<file path="src/rtl/json_string_unescape_utf8_macros.svh">
// Assertion macros shared by the JSON string unescaper RTL.
// Included by the modules that carry concurrent checks; needs no package.
`ifndef JSON_STRING_UNESCAPE_UTF8_MACROS_SVH
`define JSON_STRING_UNESCAPE_UTF8_MACROS_SVH

// The consequent must hold in the same cycle as the antecedent.
`define JSU_ASSERT_NOW(name, clk, rst, ante, cons, msg) \
   name: assert property (@(posedge clk) disable iff (rst) (ante) |-> (cons)) \
      else $error(msg);

// The consequent must hold in the cycle after the antecedent.
`define JSU_ASSERT_NEXT(name, clk, rst, ante, cons, msg) \
   name: assert property (@(posedge clk) disable iff (rst) (ante) |=> (cons)) \
      else $error(msg);

`endif

</file>
<file path="src/rtl/jsu_pkg.sv">
// Shared types and constants of the JSON string unescaper.
// Used by jsu_front, jsu_queue, jsu_back and the top level; no dependencies.
package jsu_pkg;

   localparam int QUEUE_DEPTH = 4;
   localparam int QPTR_W      = $clog2(QUEUE_DEPTH);
   localparam int QCNT_W      = $clog2(QUEUE_DEPTH + 1);
   localparam int MAX_RES     = 4;
   localparam int RES_IDX_W   = $clog2(MAX_RES);
   localparam int RES_CNT_W   = $clog2(MAX_RES + 1);

   localparam logic [7:0] CH_QUOTE  = 8'h22;
   localparam logic [7:0] CH_BSLASH = 8'h5C;
   localparam logic [7:0] CH_U      = 8'h75;

   typedef enum logic [1:0] {
      KIND_DATA  = 2'd0,
      KIND_CLOSE = 2'd1,
      KIND_ERROR = 2'd2
   } jsu_kind_type;

   typedef enum logic [2:0] {
      ERR_NONE        = 3'd0,
      ERR_NO_QUOTE    = 3'd1,
      ERR_INPUT_ENDED = 3'd2,
      ERR_BAD_HEX     = 3'd3,
      ERR_BAD_PAIR    = 3'd4,
      ERR_BAD_ESCAPE  = 3'd5
   } jsu_err_type;

   typedef enum logic [2:0] {
      PH_IDLE    = 3'd0,
      PH_STR     = 3'd1,
      PH_ESC     = 3'd2,
      PH_HEX     = 3'd3,
      PH_AFTHI   = 3'd4,
      PH_AFTHIBS = 3'd5
   } jsu_phase_type;

   // All results caused by one input byte, in output order.
   typedef struct packed {
      logic [RES_CNT_W-1:0]      cnt;
      logic [MAX_RES-1:0][7:0]   data;
      jsu_kind_type [MAX_RES-1:0] kind;
      jsu_err_type               code;
   } jsu_group_type;

   typedef struct packed {
      logic full;
      logic empty;
   } jsu_qstat_type;

endpackage

</file>
<file path="src/rtl/jsu_front.sv">
// Front end: parses the JSON string byte stream and builds at most one result group per byte.
// Depends on jsu_pkg; feeds jsu_queue.
module jsu_front (
   input  logic                  clock,
   input  logic                  reset,
   input  logic                  req_fire,
   input  logic [7:0]            in_byte,
   input  logic                  in_last,
   output logic                  push,
   output jsu_pkg::jsu_group_type push_group
);

   jsu_pkg::jsu_phase_type phase_ff, phase_in;
   logic [11:0] accum_ff, accum_in;
   logic [1:0]  digits_ff, digits_in;
   logic [9:0]  high_ff, high_in;
   logic        low_ff, low_in;

   function automatic jsu_pkg::jsu_group_type utf8_encode(input logic [20:0] cp);
      jsu_pkg::jsu_group_type g;
      g      = '0;
      g.kind = '{default: jsu_pkg::KIND_DATA};
      g.code = jsu_pkg::ERR_NONE;
      if (cp <= 21'h7F) begin
         g.cnt     = 3'd1;
         g.data[0] = cp[7:0];
      end else if (cp <= 21'h7FF) begin
         g.cnt     = 3'd2;
         g.data[0] = {3'b110, cp[10:6]};
         g.data[1] = {2'b10, cp[5:0]};
      end else if (cp <= 21'hFFFF) begin
         g.cnt     = 3'd3;
         g.data[0] = {4'b1110, cp[15:12]};
         g.data[1] = {2'b10, cp[11:6]};
         g.data[2] = {2'b10, cp[5:0]};
      end else begin
         g.cnt     = 3'd4;
         g.data[0] = {5'b11110, cp[20:18]};
         g.data[1] = {2'b10, cp[17:12]};
         g.data[2] = {2'b10, cp[11:6]};
         g.data[3] = {2'b10, cp[5:0]};
      end
      return g;
   endfunction

   function automatic jsu_pkg::jsu_group_type make_error(input jsu_pkg::jsu_err_type c);
      jsu_pkg::jsu_group_type g;
      g         = '0;
      g.kind    = '{default: jsu_pkg::KIND_DATA};
      g.cnt     = 3'd1;
      g.kind[0] = jsu_pkg::KIND_ERROR;
      g.code    = c;
      return g;
   endfunction

   // Bit 4 flags a valid hex digit, bits 3:0 carry its value.
   function automatic logic [4:0] hex_digit(input logic [7:0] b);
      logic [4:0] r;
      r = '0;
      if (b >= 8'h30 && b <= 8'h39) begin
         r = {1'b1, 4'(b - 8'h30)};
      end else if (b >= 8'h61 && b <= 8'h66) begin
         r = {1'b1, 4'(b - 8'h57)};
      end else if (b >= 8'h41 && b <= 8'h46) begin
         r = {1'b1, 4'(b - 8'h37)};
      end
      return r;
   endfunction

   // Bit 8 flags a simple escape letter, bits 7:0 carry the character it stands for.
   function automatic logic [8:0] esc_char(input logic [7:0] e);
      logic [8:0] r;
      case (e)
         8'h22:   r = {1'b1, 8'h22};
         8'h5C:   r = {1'b1, 8'h5C};
         8'h2F:   r = {1'b1, 8'h2F};
         8'h62:   r = {1'b1, 8'h08};
         8'h66:   r = {1'b1, 8'h0C};
         8'h6E:   r = {1'b1, 8'h0A};
         8'h72:   r = {1'b1, 8'h0D};
         8'h74:   r = {1'b1, 8'h09};
         default: r = '0;
      endcase
      return r;
   endfunction

   logic [4:0]  hex_v;
   logic [8:0]  esc_v;
   logic [15:0] acc_v;
   logic [20:0] cp_v;
   logic        pair_v;
   logic        is_low_v;
   jsu_pkg::jsu_group_type lone_v;
   jsu_pkg::jsu_group_type enc_v;

   assign hex_v    = hex_digit(in_byte);
   assign esc_v    = esc_char(in_byte);
   assign acc_v    = {accum_ff, hex_v[3:0]};
   assign is_low_v = (acc_v[15:10] == 6'b110111);
   assign pair_v   = low_ff && is_low_v;
   // A paired code point is 0x10000 plus the two ten-bit halves side by side.
   assign cp_v     = pair_v ? (21'h10000 + {1'b0, high_ff, acc_v[9:0]}) : {5'b0, acc_v};
   assign enc_v    = utf8_encode(cp_v);
   assign lone_v   = utf8_encode({5'b0, 6'b110110, high_ff});

   always_comb begin
      jsu_pkg::jsu_group_type g;
      logic use_str;
      logic use_esc;
      logic go_idle;
      phase_in  = phase_ff;
      accum_in  = accum_ff;
      digits_in = digits_ff;
      high_in   = high_ff;
      low_in    = low_ff;
      g         = '0;
      g.kind    = '{default: jsu_pkg::KIND_DATA};
      g.code    = jsu_pkg::ERR_NONE;
      use_str   = 1'b0;
      use_esc   = 1'b0;
      go_idle   = 1'b0;

      if (req_fire) begin
         case (phase_ff)
            jsu_pkg::PH_STR: begin
               use_str = 1'b1;
            end
            jsu_pkg::PH_ESC: begin
               use_esc = 1'b1;
            end
            jsu_pkg::PH_HEX: begin
               if (in_last) begin
                  g       = make_error(jsu_pkg::ERR_INPUT_ENDED);
                  go_idle = 1'b1;
               end else if (!hex_v[4]) begin
                  g       = make_error(jsu_pkg::ERR_BAD_HEX);
                  go_idle = 1'b1;
               end else if (digits_ff != 2'd3) begin
                  accum_in  = acc_v[11:0];
                  digits_in = digits_ff + 2'd1;
               end else begin
                  accum_in  = '0;
                  digits_in = '0;
                  if (low_ff) begin
                     if (is_low_v) begin
                        g        = enc_v;
                        high_in  = '0;
                        low_in   = 1'b0;
                        phase_in = jsu_pkg::PH_STR;
                     end else begin
                        g       = make_error(jsu_pkg::ERR_BAD_PAIR);
                        go_idle = 1'b1;
                     end
                  end else if (acc_v[15:10] == 6'b110110) begin
                     high_in  = acc_v[9:0];
                     phase_in = jsu_pkg::PH_AFTHI;
                  end else begin
                     g        = enc_v;
                     phase_in = jsu_pkg::PH_STR;
                  end
               end
            end
            jsu_pkg::PH_AFTHI: begin
               if (in_byte == jsu_pkg::CH_BSLASH) begin
                  if (in_last) begin
                     g       = make_error(jsu_pkg::ERR_INPUT_ENDED);
                     go_idle = 1'b1;
                  end else begin
                     phase_in = jsu_pkg::PH_AFTHIBS;
                  end
               end else begin
                  // The high surrogate stands alone; the byte is then ordinary string text.
                  g        = lone_v;
                  high_in  = '0;
                  phase_in = jsu_pkg::PH_STR;
                  use_str  = 1'b1;
               end
            end
            jsu_pkg::PH_AFTHIBS: begin
               if (in_byte == jsu_pkg::CH_U) begin
                  if (in_last) begin
                     g       = make_error(jsu_pkg::ERR_INPUT_ENDED);
                     go_idle = 1'b1;
                  end else begin
                     accum_in  = '0;
                     digits_in = '0;
                     low_in    = 1'b1;
                     phase_in  = jsu_pkg::PH_HEX;
                  end
               end else begin
                  g        = lone_v;
                  high_in  = '0;
                  phase_in = jsu_pkg::PH_STR;
                  use_esc  = 1'b1;
               end
            end
            default: begin
               go_idle = 1'b1;
               if (in_byte != jsu_pkg::CH_QUOTE) begin
                  g = make_error(jsu_pkg::ERR_NO_QUOTE);
               end else if (in_last) begin
                  g = make_error(jsu_pkg::ERR_INPUT_ENDED);
               end else begin
                  go_idle = 1'b0;
                  accum_in  = '0;
                  digits_in = '0;
                  high_in   = '0;
                  low_in    = 1'b0;
                  phase_in  = jsu_pkg::PH_STR;
               end
            end
         endcase

         if (use_str) begin
            if (in_byte == jsu_pkg::CH_QUOTE) begin
               g.kind[g.cnt[jsu_pkg::RES_IDX_W-1:0]] = jsu_pkg::KIND_CLOSE;
               g.data[g.cnt[jsu_pkg::RES_IDX_W-1:0]] = '0;
               g.cnt   = g.cnt + 3'd1;
               go_idle = 1'b1;
            end else if (in_last) begin
               g       = make_error(jsu_pkg::ERR_INPUT_ENDED);
               go_idle = 1'b1;
            end else if (in_byte == jsu_pkg::CH_BSLASH) begin
               phase_in = jsu_pkg::PH_ESC;
            end else begin
               g.kind[g.cnt[jsu_pkg::RES_IDX_W-1:0]] = jsu_pkg::KIND_DATA;
               g.data[g.cnt[jsu_pkg::RES_IDX_W-1:0]] = in_byte;
               g.cnt    = g.cnt + 3'd1;
               phase_in = jsu_pkg::PH_STR;
            end
         end

         if (use_esc) begin
            if (esc_v[8]) begin
               if (in_last) begin
                  g       = make_error(jsu_pkg::ERR_INPUT_ENDED);
                  go_idle = 1'b1;
               end else begin
                  g.kind[g.cnt[jsu_pkg::RES_IDX_W-1:0]] = jsu_pkg::KIND_DATA;
                  g.data[g.cnt[jsu_pkg::RES_IDX_W-1:0]] = esc_v[7:0];
                  g.cnt    = g.cnt + 3'd1;
                  phase_in = jsu_pkg::PH_STR;
               end
            end else if (in_byte == jsu_pkg::CH_U) begin
               if (in_last) begin
                  g       = make_error(jsu_pkg::ERR_INPUT_ENDED);
                  go_idle = 1'b1;
               end else begin
                  accum_in  = '0;
                  digits_in = '0;
                  low_in    = 1'b0;
                  phase_in  = jsu_pkg::PH_HEX;
               end
            end else begin
               g       = make_error(jsu_pkg::ERR_BAD_ESCAPE);
               go_idle = 1'b1;
            end
         end

         if (go_idle) begin
            phase_in  = jsu_pkg::PH_IDLE;
            accum_in  = '0;
            digits_in = '0;
            high_in   = '0;
            low_in    = 1'b0;
         end
      end

      push_group = g;
      push       = req_fire && (g.cnt != '0);
   end

   always_ff @(posedge clock) begin
      if (reset) begin
         phase_ff  <= jsu_pkg::PH_IDLE;
         accum_ff  <= '0;
         digits_ff <= '0;
         high_ff   <= '0;
         low_ff    <= 1'b0;
      end else begin
         phase_ff  <= phase_in;
         accum_ff  <= accum_in;
         digits_ff <= digits_in;
         high_ff   <= high_in;
         low_ff    <= low_in;
      end
   end

endmodule

</file>
<file path="src/rtl/jsu_queue.sv">
// Short queue of result groups between the parser and the output serialiser.
// Depends on jsu_pkg.
module jsu_queue (
   input  logic                   clock,
   input  logic                   reset,
   input  logic                   push,
   input  jsu_pkg::jsu_group_type push_group,
   input  logic                   pop,
   output jsu_pkg::jsu_group_type head_group,
   output jsu_pkg::jsu_qstat_type qstat
);

   jsu_pkg::jsu_group_type slot_ff [jsu_pkg::QUEUE_DEPTH];
   logic [jsu_pkg::QPTR_W-1:0] wr_ptr_ff, wr_ptr_in;
   logic [jsu_pkg::QPTR_W-1:0] rd_ptr_ff, rd_ptr_in;
   logic [jsu_pkg::QCNT_W-1:0] count_ff, count_in;
   logic do_push;
   logic do_pop;

   assign qstat.full  = (count_ff == jsu_pkg::QCNT_W'(jsu_pkg::QUEUE_DEPTH));
   assign qstat.empty = (count_ff == '0);
   assign do_push     = push && !qstat.full;
   assign do_pop      = pop && !qstat.empty;
   assign head_group  = slot_ff[rd_ptr_ff];

   always_comb begin
      wr_ptr_in = do_push ? wr_ptr_ff + 1'b1 : wr_ptr_ff;
      rd_ptr_in = do_pop ? rd_ptr_ff + 1'b1 : rd_ptr_ff;
      count_in  = count_ff;
      if (do_push && !do_pop) begin
         count_in = count_ff + 1'b1;
      end else if (do_pop && !do_push) begin
         count_in = count_ff - 1'b1;
      end
   end

   always_ff @(posedge clock) begin
      if (do_push) begin
         slot_ff[wr_ptr_ff] <= push_group;
      end
   end

   always_ff @(posedge clock) begin
      if (reset) begin
         wr_ptr_ff <= '0;
         rd_ptr_ff <= '0;
         count_ff  <= '0;
      end else begin
         wr_ptr_ff <= wr_ptr_in;
         rd_ptr_ff <= rd_ptr_in;
         count_ff  <= count_in;
      end
   end

endmodule

</file>
<file path="src/rtl/jsu_back.sv">
// Back end: serialises queued result groups into single results on a registered output.
// Depends on jsu_pkg; drains jsu_queue.
module jsu_back (
   input  logic                   clock,
   input  logic                   reset,
   input  jsu_pkg::jsu_group_type head_group,
   input  jsu_pkg::jsu_qstat_type qstat,
   output logic                   pop,
   input  logic                   out_ready,
   output logic                   out_valid,
   output logic [7:0]             out_byte,
   output jsu_pkg::jsu_kind_type  out_kind,
   output jsu_pkg::jsu_err_type   out_code,
   output logic                   out_last
);

   logic [jsu_pkg::RES_IDX_W-1:0] idx_ff, idx_in;
   logic                  valid_ff, valid_in;
   logic [7:0]            byte_ff;
   jsu_pkg::jsu_kind_type kind_ff;
   jsu_pkg::jsu_err_type  code_ff;
   logic                  last_ff;
   logic                  load;
   logic                  at_end;

   // The output register takes a new result when the queue holds a group and the register is empty or being drained.
   assign load   = !qstat.empty && (!valid_ff || out_ready);
   assign at_end = ({1'b0, idx_ff} == (head_group.cnt - 1'b1));
   assign pop    = load && at_end;

   always_comb begin
      idx_in   = idx_ff;
      valid_in = valid_ff;
      if (load) begin
         valid_in = 1'b1;
         idx_in   = at_end ? '0 : idx_ff + 1'b1;
      end else if (out_ready) begin
         valid_in = 1'b0;
      end
   end

   always_ff @(posedge clock) begin
      if (reset) begin
         idx_ff   <= '0;
         valid_ff <= 1'b0;
      end else begin
         idx_ff   <= idx_in;
         valid_ff <= valid_in;
      end
   end

   always_ff @(posedge clock) begin
      if (load) begin
         byte_ff <= head_group.data[idx_ff];
         kind_ff <= head_group.kind[idx_ff];
         code_ff <= (head_group.kind[idx_ff] == jsu_pkg::KIND_ERROR) ?
                    head_group.code : jsu_pkg::ERR_NONE;
         last_ff <= at_end;
      end
   end

   assign out_valid = valid_ff;
   assign out_byte  = byte_ff;
   assign out_kind  = kind_ff;
   assign out_code  = code_ff;
   assign out_last  = last_ff;

endmodule

</file>
<file path="src/rtl/json_string_unescape_utf8.sv">
// JSON string unescaper top level: parser front end, group queue, output serialiser.
// Depends on jsu_pkg, jsu_front, jsu_queue, jsu_back and json_string_unescape_utf8_macros.svh.
//
// Usage: the text enters on the req_ channel one byte per transaction, req_tlast marking
// the final byte of the available input. Each byte gives zero to four results on the
// rsp_ channel: decoded data bytes, a closed-string marker or a single error, with
// rsp_tlast set on the last result caused by that byte. A byte that gives no result
// (an opening quote, a backslash, a hex digit inside a run) produces nothing.
// The first result of a byte passes through the queue slot and then the output register
// before it is presented on rsp_.
// Throughput: one byte per cycle while each byte yields at most one result and the
// receiver holds rsp_tready high; the output register issues one result per cycle
// while rsp_tready is high. A four-entry queue of result groups absorbs the bursts of
// multi-byte results, and req_tready falls only when that queue is full.
// When the receiver stalls, the current result holds on rsp_ and the queue fills behind
// it; the parser keeps accepting bytes until the queue is full.
// Reset empties the queue and the output register and returns the parser to idle,
// waiting for an opening quote. Reset is synchronous and active high.
`include "json_string_unescape_utf8_macros.svh"

module json_string_unescape_utf8 (
   input  logic        clock,
   input  logic        reset,
   input  logic        req_tvalid,
   output logic        req_tready,
   input  logic [7:0]  req_tdata,   // [7:0] in_byte
   input  logic        req_tlast,   // in_last
   output logic        rsp_tvalid,
   input  logic        rsp_tready,
   output logic [15:0] rsp_tdata,   // [7:0] out_byte, [10:8] error_code, [15:11] zero
   output logic [1:0]  rsp_tuser,   // [1:0] out_kind
   output logic        rsp_tlast    // out_last
);

   logic                   req_fire;
   logic                   push;
   logic                   pop;
   jsu_pkg::jsu_group_type push_group;
   jsu_pkg::jsu_group_type head_group;
   jsu_pkg::jsu_qstat_type qstat;
   logic [7:0]             out_byte;
   jsu_pkg::jsu_kind_type  out_kind;
   jsu_pkg::jsu_err_type   out_code;
   logic                   rsp_is_error;
   logic                   rsp_is_close;

   assign req_tready = !qstat.full;
   assign req_fire   = req_tvalid && req_tready;

   jsu_front u_front (
      .clock      (clock),
      .reset      (reset),
      .req_fire   (req_fire),
      .in_byte    (req_tdata),
      .in_last    (req_tlast),
      .push       (push),
      .push_group (push_group)
   );

   jsu_queue u_queue (
      .clock      (clock),
      .reset      (reset),
      .push       (push),
      .push_group (push_group),
      .pop        (pop),
      .head_group (head_group),
      .qstat      (qstat)
   );

   jsu_back u_back (
      .clock      (clock),
      .reset      (reset),
      .head_group (head_group),
      .qstat      (qstat),
      .pop        (pop),
      .out_ready  (rsp_tready),
      .out_valid  (rsp_tvalid),
      .out_byte   (out_byte),
      .out_kind   (out_kind),
      .out_code   (out_code),
      .out_last   (rsp_tlast)
   );

   assign rsp_tdata = {5'b0, out_code, out_byte};
   assign rsp_tuser = out_kind;

   assign rsp_is_error = rsp_tvalid && (out_kind == jsu_pkg::KIND_ERROR);
   assign rsp_is_close = rsp_tvalid && (out_kind == jsu_pkg::KIND_CLOSE);

   // The front end must never hand a group to a full queue, nor the back end pop an empty one.
   `JSU_ASSERT_NOW(a_push_not_full, clock, reset, push, !qstat.full, "push into full queue")
   `JSU_ASSERT_NOW(a_pop_not_empty, clock, reset, pop, !qstat.empty, "pop from empty queue")
   `JSU_ASSERT_NEXT(a_push_fills, clock, reset, push && qstat.empty, !qstat.empty, "group lost")
   // An error or a closed string always ends the results of its byte.
   `JSU_ASSERT_NOW(a_error_last, clock, reset, rsp_is_error, rsp_tlast, "error not last")
   `JSU_ASSERT_NOW(a_close_last, clock, reset, rsp_is_close, rsp_tlast, "close not last")

endmodule
</file>
<file path="config.mk">
export PLATFORM = sky130hd
export DESIGN_NAME = json_string_unescape_utf8
export DESIGN_NICKNAME = d
export VERILOG_FILES = /design/src/rtl/jsu_pkg.sv /design/src/rtl/jsu_front.sv /design/src/rtl/jsu_queue.sv /design/src/rtl/jsu_back.sv /design/src/rtl/json_string_unescape_utf8.sv
export VERILOG_INCLUDE_DIRS = /design/src /design/src/rtl
export SDC_FILE = /design/constraint.sdc
export NUM_CORES = 1
export LEC_CHECK = 0
export BUFFER_PORTS_ARGS = -buffer_cell sky130_fd_sc_hd__clkbuf_2
export CORE_MARGIN = 4
export CORE_UTILIZATION = 35
export CTS_BUF_LIST = sky130_fd_sc_hd__clkbuf_8
export DETAILED_ROUTE_END_ITERATION = 16
export PLACE_DENSITY = 0.61
export RECOVER_POWER = 25
export SETUP_SLACK_MARGIN = 0.15
export SLEW_MARGIN = 20
export SYNTH_ARGS = -nofsm -noshare
export SYNTH_HDL_FRONTEND = slang
export SYNTH_HIERARCHICAL = 1
export SYNTH_SLANG_ARGS = --single-unit
</file>
<file path="constraint.sdc">
create_clock -name clock -period 6.6 [get_ports clock]
set_clock_uncertainty 0.05 [all_clocks]
set_input_delay 0.33 -clock clock [delete_from_list [all_inputs] [get_ports clock]]
set_output_delay 0.33 -clock clock [all_outputs]
set_load 0.05 [all_outputs]
</file>
==> impl_metrics.env, run 1 <==
export IMPL_hold_violations=0
export IMPL_vias_per_cell=6.000
export IMPL_path_clk_slew_ns=0.06
export IMPL_wire_per_inst_um=23.01
export IMPL_p_seq_share_pct=48.9
export IMPL_cts_buffers=39
export IMPL_wl_um=34880
export IMPL_grt_overflow=0
export IMPL_r2r_cells=23
export IMPL_grt_pass1_vias=8567
export IMPL_hp_class="in -> reg"
export IMPL_rows=69
export IMPL_die_height_um=197.2
export IMPL_drt_iter0_drc=1210
export IMPL_drc=0
export IMPL_vias=9096
export IMPL_worstSkewPairLatency_ns=0.56
export IMPL_achievable_frequency_mhz=170.1
export IMPL_final_common_cell="edfxtp_1"
export IMPL_ys_ff_latch=238
export IMPL_slowest_delay_ns=0.51
export IMPL_fin_cells=1516
export IMPL_die_area_um2=38910
export IMPL_finalSetupTns_ns=0
export IMPL_fin_crit_sh_pct=89.08
export IMPL_worstPathMaxFanout=14
export IMPL_power_density_nw_per_um2=296.0
export IMPL_synth_area_leader_cell="edfxtp_1"
export IMPL_n_antenna_cell=0
export IMPL_hold_path_startpoint="rsp_tready"
export IMPL_hold_path_end="u_back/out_valid"
export IMPL_antenna_found_initial=0
export IMPL_hold_buffers=0
export IMPL_die_w_um=197.2
export IMPL_cap_violations=4
export IMPL_post_cts_buffers=0
export IMPL_netSwitchingFraction_pct=29.79
export IMPL_p_sw_mw=1.208
export IMPL_grt_max_degree=47
export IMPL_maxSlewHeadroom_pct=-105.7
export IMPL_yosysSeqAreaShare_pct=53.82
export IMPL_hpwl_um=23250
export IMPL_yosys_warnings=6
export IMPL_ant_nets=0
export IMPL_grt_pass1_wl_um=53190
export IMPL_synthCells=1009
export IMPL_slowest_stage="o32ai_1"
export IMPL_grtUsageTotal_pct=17.48
export IMPL_arrival_ns=6.30
export IMPL_rsz0062_at_grt="no"
export IMPL_cts_sinks=238
export IMPL_syn_to_final_growth_pct=9.234
export IMPL_status="finished with violations"
export IMPL_intPower_mw=2.845
export IMPL_synth_edf_count=198
export IMPL_crit_path_end_kind="register"
export IMPL_mostFrequentLayoutCells="edfxtp_1 (198), a21oi_1 (79), nor2_1 (58), nand2_1 (54), inv_1 (50)"
export IMPL_core_area_um2=35480
export IMPL_reg2reg_to="u_queue/count_ff[2]"
export IMPL_timing_final_ws_setup_ns=0.7209
export IMPL_ir_drop_uv=211.4
export IMPL_synth_top_area_share_pct=47.43
export IMPL_drive_above_1_share_pct=15.64
export IMPL_drt_pass1_iter_count=7
export IMPL_r2r_start="u_front/high_ff[7]"
export IMPL_syn_area_per_cell_um2=12.42
export IMPL_cts_max_level=2
export IMPL_placedCellCount=1445
export IMPL_gp_congestion=0.9937
export IMPL_crit_path_start_kind="register"
export IMPL_synth_area_top_cells="edfxtp_1 (47%), mux4_2 (8.8%), dfxtp_1 (6.4%)"
export IMPL_finalSetupViolCount=0
export IMPL_drv_slew=82
export IMPL_start_util_pct=35.33
export IMPL_n_fill_cell=3437
export IMPL_clk_path_buf_depth=3
export IMPL_path_class="reg -> reg"
export IMPL_tightest_slew_ns=3.081
export IMPL_portBuffers=28
export IMPL_min_path_cells=3
export IMPL_p_comb_share_pct=21.0
export IMPL_syn_area_um2=12530
export IMPL_synthArstFlopShare_pct=0
export IMPL_utilization_pct=38.59
export IMPL_crit_required_ns=7.02
export IMPL_fin_crit_ns=5.879
export IMPL_synthFlopType="edfxtp_1"
export IMPL_nNetsFinal=1060
export IMPL_violations="max-capacitance violations, max-slew violations"
export IMPL_root_buffer="clkbuf_8"
export IMPL_tritoncts="yes"
export IMPL_r2r_slack_ns=0.72
export IMPL_power_leakage_nw=4.571
export IMPL_place_ws_ns=0.5079
export IMPL_synth_cell_types=93
export IMPL_crit_path_cell_trace="ha_1 -> and3b_1 -> o211a_1 -> nor2_1 -> buf_4 -> a2111oi_0 -> clkbuf_1 -> nor2_1 -> nor2_1 -> ha_1 -> a32o_1 -> a21oi_1 -> ha_1 -> o32ai_1 -> or3_1 -> inv_1 -> nor2_1 -> ha_1 -> inv_1 -> fa_1 -> xor2_1 -> or3_1 -> a21oi_1"
export IMPL_cts_resized=0
export IMPL_io_pins=34
export IMPL_clkPwrFrac_pct=30.1
worst max path at each step:
stage / depth (start not counted) / start / end
floorplan: 17 / req_tdata[0] / u_queue/slot_ff[0][0]
global placement: 22 / req_tdata[0] / u_queue/count_ff[2]
detailed placement: 23 / req_tdata[0] / u_queue/count_ff[2]
CTS: 23 / u_front/high_ff[7] / u_queue/count_ff[2]
global route: 21 / u_front/accum_ff[7] / u_queue/count_ff[2]
finish: 23 / u_front/high_ff[7] / u_queue/count_ff[2]
power groups by stage:
stage | clock [mW] | sequential [mW] | combinational, mW
3_5_place_dp | 0 | 2.02 | 0.877
3_3_place_gp | 0 | 2.01 | 0.869
6_report | 1.22 | 1.98 | 0.850
5_1_grt | 1.33 | 2.01 | 0.916
2_1_floorplan | 0 | 2.14 | 0.551
4_1_cts | 1.26 | 1.99 | 0.878
state kept, by name, indices dropped and copies added (netlist names), named ones only:
signal and cells:
u_front/digits_ff 2, u_back/out_byte 8, u_front/low_ff 1, u_back/out_kind 2
u_queue/slot_ff 184, u_back/out_last 1, u_queue/rd_ptr_ff 2, u_front/phase_ff 3
u_back/out_valid 1, u_front/high_ff 10, u_back/out_code 3, u_front/accum_ff 12
u_back/idx_ff 2, u_queue/count_ff 3, u_queue/wr_ptr_ff 2
routing by layer:
layer | share of wire, % | track usage [%] | vias to the layer above
li1 | - | - | 4004
met4 | 3.6 | 5.907 | 0
met1 | 44 | 25.43 | 4509
met3 | 8.1 | 3.616 | 104
met5 | 0 | 0 | -
met2 | 44 | 26.18 | 479
critical path: cells and delay by family, from the launching register on:
family,cells,cell delay [ns]
fa+ha+maj,5,1.48
compound gates,6,1.82
xor+xnor,1,0.17
simple gates,7,1.30
flops,1,0.46
buf+inv,4,0.53
logic make-up (layout without fill, tap and decap cells):
kind of cell / Yosys count / in the layout / share of synthesized area [%]
other: 2 / 8 / 0.05991
and+or+nand+nor: 265 / 265 / 11.59
adders and majority gates: 22 / 22 / 2.256
AOI/OAI and AO/OA: 291 / 291 / 16.13
buffers and inverters: 118 / 158 / 4.602
muxes: 62 / 62 / 10.77
DFF: 238 / 238 / 53.82
xor gates and xnor gates: 11 / 11 / 0.7686
cell type report:
class                      count  area (µm²)  share of cell area [%]
timing repair buffer          56       324.1                   2.367
sequential                   238        6748                   49.28
inverter                      31       116.4                  0.8499
multi-input combinational    659        5186                   37.88
tap                          461       576.8                   4.213
clock buffer                  40       550.5                   4.021
clock inverter                31       190.2                   1.389
cell usage after synthesis (all sizes together) (4+ instances only):
master     n
edfxtp   198
a21oi     81
clkbuf    58
nor2      58
mux4      56
nand2     55
o21ai     49
dfxtp     40
inv       31
buf       29
nand3     27
a22o      24
ha        21
nor3      20
and2      17
a211oi    13
a31oi     13
nand2b    12
o221ai    12
and3      11
a221oi    10
or3        9
a32o       8
o22ai      8
o31ai      8
or2        8
a32oi      7
nor2b      7
nor4       7
o211ai     7
xor2       7
a2111oi    5
a21o       5
a41oi      5
nand3b     5
a211o      4
a22oi      4
and3b      4
and4b      4
mux2i      4
o2bb2ai    4
xnor2      4
stage by stage:
step,power (mW),cell area (µm²),hold slack [ns]
6_report,4.053,13690,0.03355
5_1_grt,4.256,13690,0.01649
4_1_cts,4.127,13790,0.003089
3_5_place_dp,2.899,13050,0.4181
3_3_place_gp,2.880,13050,0.4032
2_1_floorplan,2.689,12560,0.3491
Note: power is estimated with default switching activity, not from simulation.
==> inputs of run 2 (changes only) <==
--- a/config.mk
+++ b/config.mk
@@ -6,7 +6,7 @@
 export SDC_FILE = /design/constraint.sdc
 export NUM_CORES = 1
 export LEC_CHECK = 0
-export BUFFER_PORTS_ARGS = -buffer_cell sky130_fd_sc_hd__clkbuf_2
+export BUFFER_PORTS_ARGS = -buffer_cell sky130_fd_sc_hd__buf_2
 export CORE_MARGIN = 4
 export CORE_UTILIZATION = 35
 export CTS_BUF_LIST = sky130_fd_sc_hd__clkbuf_8
@@ -17,5 +17,5 @@
 export SLEW_MARGIN = 20
 export SYNTH_ARGS = -nofsm -noshare
 export SYNTH_HDL_FRONTEND = slang
-export SYNTH_HIERARCHICAL = 1
 export SYNTH_SLANG_ARGS = --single-unit
+export TNS_END_PERCENT = 100
==> run 2 against run 1 <==
  * The run still ends with max-capacitance violations, max-slew violations left
  * Via count down 7.8%
  * Area after synthesis fell by 6.0%
  * Cell count down 6.2%
  * Setup slack improved by 0.49 ns
  * Maximum frequency increased by 9.1%
  * Worst hold slack better by 0.11 ns
  * Clock power fell by 7%
  * Sequential power down 7%
  * Sequential share of layout area up 0.079 points
  * Clock-buffer cell count shrank 3
==> impl_metrics.env, run 2 <==
export IMPL_cap_violations=1
export IMPL_hp_class="in -> reg"
export IMPL_crit_path_end_kind="register"
export IMPL_yosys_area_share_adder_pct=2.188
export IMPL_wl_um=31590
export IMPL_clk_path_buf_depth=3
export IMPL_crit_path_cell_trace="nand4_1 -> o41ai_1 -> and4_1 -> a221oi_1 -> or2_2 -> inv_1 -> ha_1 -> inv_1 -> nor4_2 -> nand2_1 -> a2111oi_0"
export IMPL_rows=66
export IMPL_n_antenna_cell=0
export IMPL_drt_pass1_iter_count=6
export IMPL_drc=0
export IMPL_power_density_nw_per_um2=297.6
export IMPL_synth_area_leader_cell="edfxtp_1"
export IMPL_synth_top_family_by_area="compound AO/OA/AOI/OAI gates"
export IMPL_final_common_cell="edfxtp_1"
export IMPL_slowest_delay_ns=0.88
export IMPL_maxSlewHeadroom_pct=-12.56
export IMPL_hpwl_um=21590
export IMPL_rsz0062_at_grt="no"
export IMPL_ant_nets=0
export IMPL_drt_iter0_drc=935
export IMPL_fin_area_um2=12940
export IMPL_biggestRegsByFlops="u_queue.slot_ff x172, u_front.accum_ff x12, u_front.high_ff x10"
export IMPL_placed_area_um2=12310
export IMPL_synth_most_common_cell="edfxtp_1"
export IMPL_die_area_um2=36660
export IMPL_crit_top_cell="inv_1"
export IMPL_grt_busiest_layer="met1"
export IMPL_portBuffers=28
export IMPL_fin_crit_sh_pct=81.63
export IMPL_cts_sinks=226
export IMPL_tritoncts="yes"
export IMPL_muxShareOfSynthArea_pct=10.66
export IMPL_yosysSeqAreaShare_pct=54.21
export IMPL_yosys_warnings=0
export IMPL_gp_congestion=0.9307
export IMPL_crit_buf_inv=2
export IMPL_vias=8383
export IMPL_status="finished with violations"
export IMPL_syn_area_um2=11780
export IMPL_violations="max-capacitance violations, max-slew violations"
export IMPL_worstPathMaxFanout=13
export IMPL_syn_area_per_cell_um2=12.67
export IMPL_path_class="reg -> reg"
export IMPL_io_pins=34
export IMPL_nNetsFinal=984
export IMPL_n_fill_cell=3172
export IMPL_synthArstFlopShare_pct=0
export IMPL_startpoint="u_front.low_ff"
export IMPL_synth_top_area_share_pct=47.41
export IMPL_largest_register="u_queue.slot_ff"
export IMPL_grt_pass1_wl_um=48900
export IMPL_synthTopCellsByCount="edfxtp_1 (186), nand2_1 (78), o21ai_0 (60), mux4_2 (52), nor2_1 (50)"
export IMPL_wire_per_inst_um=22.21
export IMPL_achievable_frequency_mhz=185.6
export IMPL_synth_cell_types=103
export IMPL_placedCellCount=1353
export IMPL_finalSetupTns_ns=0
export IMPL_power_mw=3.850
export IMPL_crit_required_ns=6.75
export IMPL_root_buffer="clkbuf_8"
export IMPL_grt_util_met3_pct=3.342
export IMPL_r2r_slack_ns=1.21
export IMPL_fin_cells=1422
export IMPL_cts_buffers=37
export IMPL_drive_above_1_share_pct=17.45
export IMPL_arrival_ns=5.53
export IMPL_utilization_pct=39.37
export IMPL_timing_final_ws_setup_ns=1.213
export IMPL_largest_reg_flops=172
export IMPL_r2r_start="u_front.low_ff"
export IMPL_yosys_area_share_simple_pct=12.14
export IMPL_grt_overflow=0
export IMPL_ir_drop_uv=189.1
export IMPL_tightest_slew_ns=1.673
export IMPL_die_height_um=191.5
export IMPL_start_util_pct=35.85
export IMPL_place_ws_ns=1.377
export IMPL_cts_max_level=2
export IMPL_synthCells=930
export IMPL_grtUsageMet2_pct=25.05
export IMPL_hold_path_startpoint="reset"
export IMPL_fin_crit_ns=5.387
export IMPL_power_leakage_nw=4.182
export IMPL_antenna_found_initial=0
export IMPL_synth_compound_area_share_pct=16.22
export IMPL_path_clk_slew_ns=0.06
export IMPL_slowest_stage="a2111oi_0"
export IMPL_finalSetupViolCount=0
export IMPL_grt_pass1_vias=8235
export IMPL_ys_ff_latch=226
export IMPL_die_w_um=191.5
export IMPL_worstSkewPairLatency_ns=0.55
export IMPL_core_area_um2=32870
export IMPL_syn_to_final_growth_pct=9.834
export IMPL_holdWs_ns=0.1461
export IMPL_synth_area_top_cells="edfxtp_1 (47%), mux4_2 (9.9%), dfxtp_1 (6.8%)"
export IMPL_synthXorXnorAreaFrac_pct=0.8921
export IMPL_crit_family="simple AND/OR/NAND/NOR gates"
export IMPL_mostFrequentLayoutCells="edfxtp_1 (186), nand2_1 (78), o21ai_0 (60), mux4_2 (52), nor2_1 (50)"
export IMPL_globalRouteMet1Util_pct=25.15
export IMPL_hold_violations=0
export IMPL_grt_max_degree=44
export IMPL_crit_path_start_kind="register"
export IMPL_synthFlopType="edfxtp_1"
export IMPL_drv_slew=10
export IMPL_synth_edf_count=186
export IMPL_vias_per_cell=5.895
export IMPL_grtUsageTotal_pct=17.17
==> run 2: changes by cell type in the layout (fill, tap and decap cells not counted), moves of 10 or more <==
| cell | change |
|---|---|
| o21ai_0 | +12 |
| nand2_1 | +24 |
| edfxtp_1 | -12 |
| clkbuf_2 | -13 |
| buf_4 | -10 |
| inv_1 | -17 |
| a22o_1 | -11 |
| buf_2 | +12 |
| a21oi_1 | -39 |
==> run 2: worst paths after layout <==
path                                  to  depth (start not counted)
hold reg to reg         u_back.out_valid                          2
setup reg to reg  u_queue.slot_ff[1][18]                         11
setup / recovery  u_queue.slot_ff[1][18]                         11
hold / removal                  register                          2
==> run 2: logic make-up (layout without fill, tap and decap cells) <==
| group | Yosys count | in the layout |
|---|---|---|
| AO/OA/AOI/OAI | 259 | 259 |
| AND/OR/NAND/NOR | 259 | 259 |
| flip-flops | 226 | 226 |
| buffers and inverters | 93 | 139 |
| multiplexers | 60 | 60 |
| adder cells (fa/ha/maj) | 20 | 20 |
| XOR/XNOR | 12 | 12 |
| other | 1 | 5 |
==> run 2: worst reg2reg max path, delay by kind of cell (launching register included) <==
kind | cells | cell delay [ns]
and+or+nand+nor | 5 | 2.03
AOI/OAI and AO/OA | 3 | 1.78
DFF | 1 | 0.59
adders and majority gates | 1 | 0.32
buffers and inverters | 2 | 0.27
==> run 2: final cells by class <==
cell class	count	area, µm²	area share, %
clock buffers	37	509.2	3.935
well taps	442	553.0	4.274
repair buffers	48	277.8	2.147
inverters	23	86.33	0.6672
clock inverters	31	167.7	1.296
multi-input cells	615	4959	38.32
flip-flops and latches	226	6387	49.36
==> run 2: power breakdown <==
group	total (mW)	switching [mW]	internal [mW]
combinational	0.886	0.549	0.337
clock	1.13	0.554	0.572
sequential	1.84	0.0817	1.76
==> run 2: metal layers <==
| layer | vias to the layer above | part of all wire [%] |
|---|---|---|
| met4 | 0 | 3.9 |
| met1 | 4131 | 45 |
| li1 | 3740 | - |
| met2 | 421 | 44 |
| met5 | - | 0 |
| met3 | 91 | 7.8 |
==> run 2: what timing repair did <==
action | CTS | global route
buffers inserted | 0 | 0
resized for setup | 0 | 0
endpoints found under the setup margin | 0 | 0
hold buffers | 1 | 0
endpoints found under the hold margin | 1 | 0
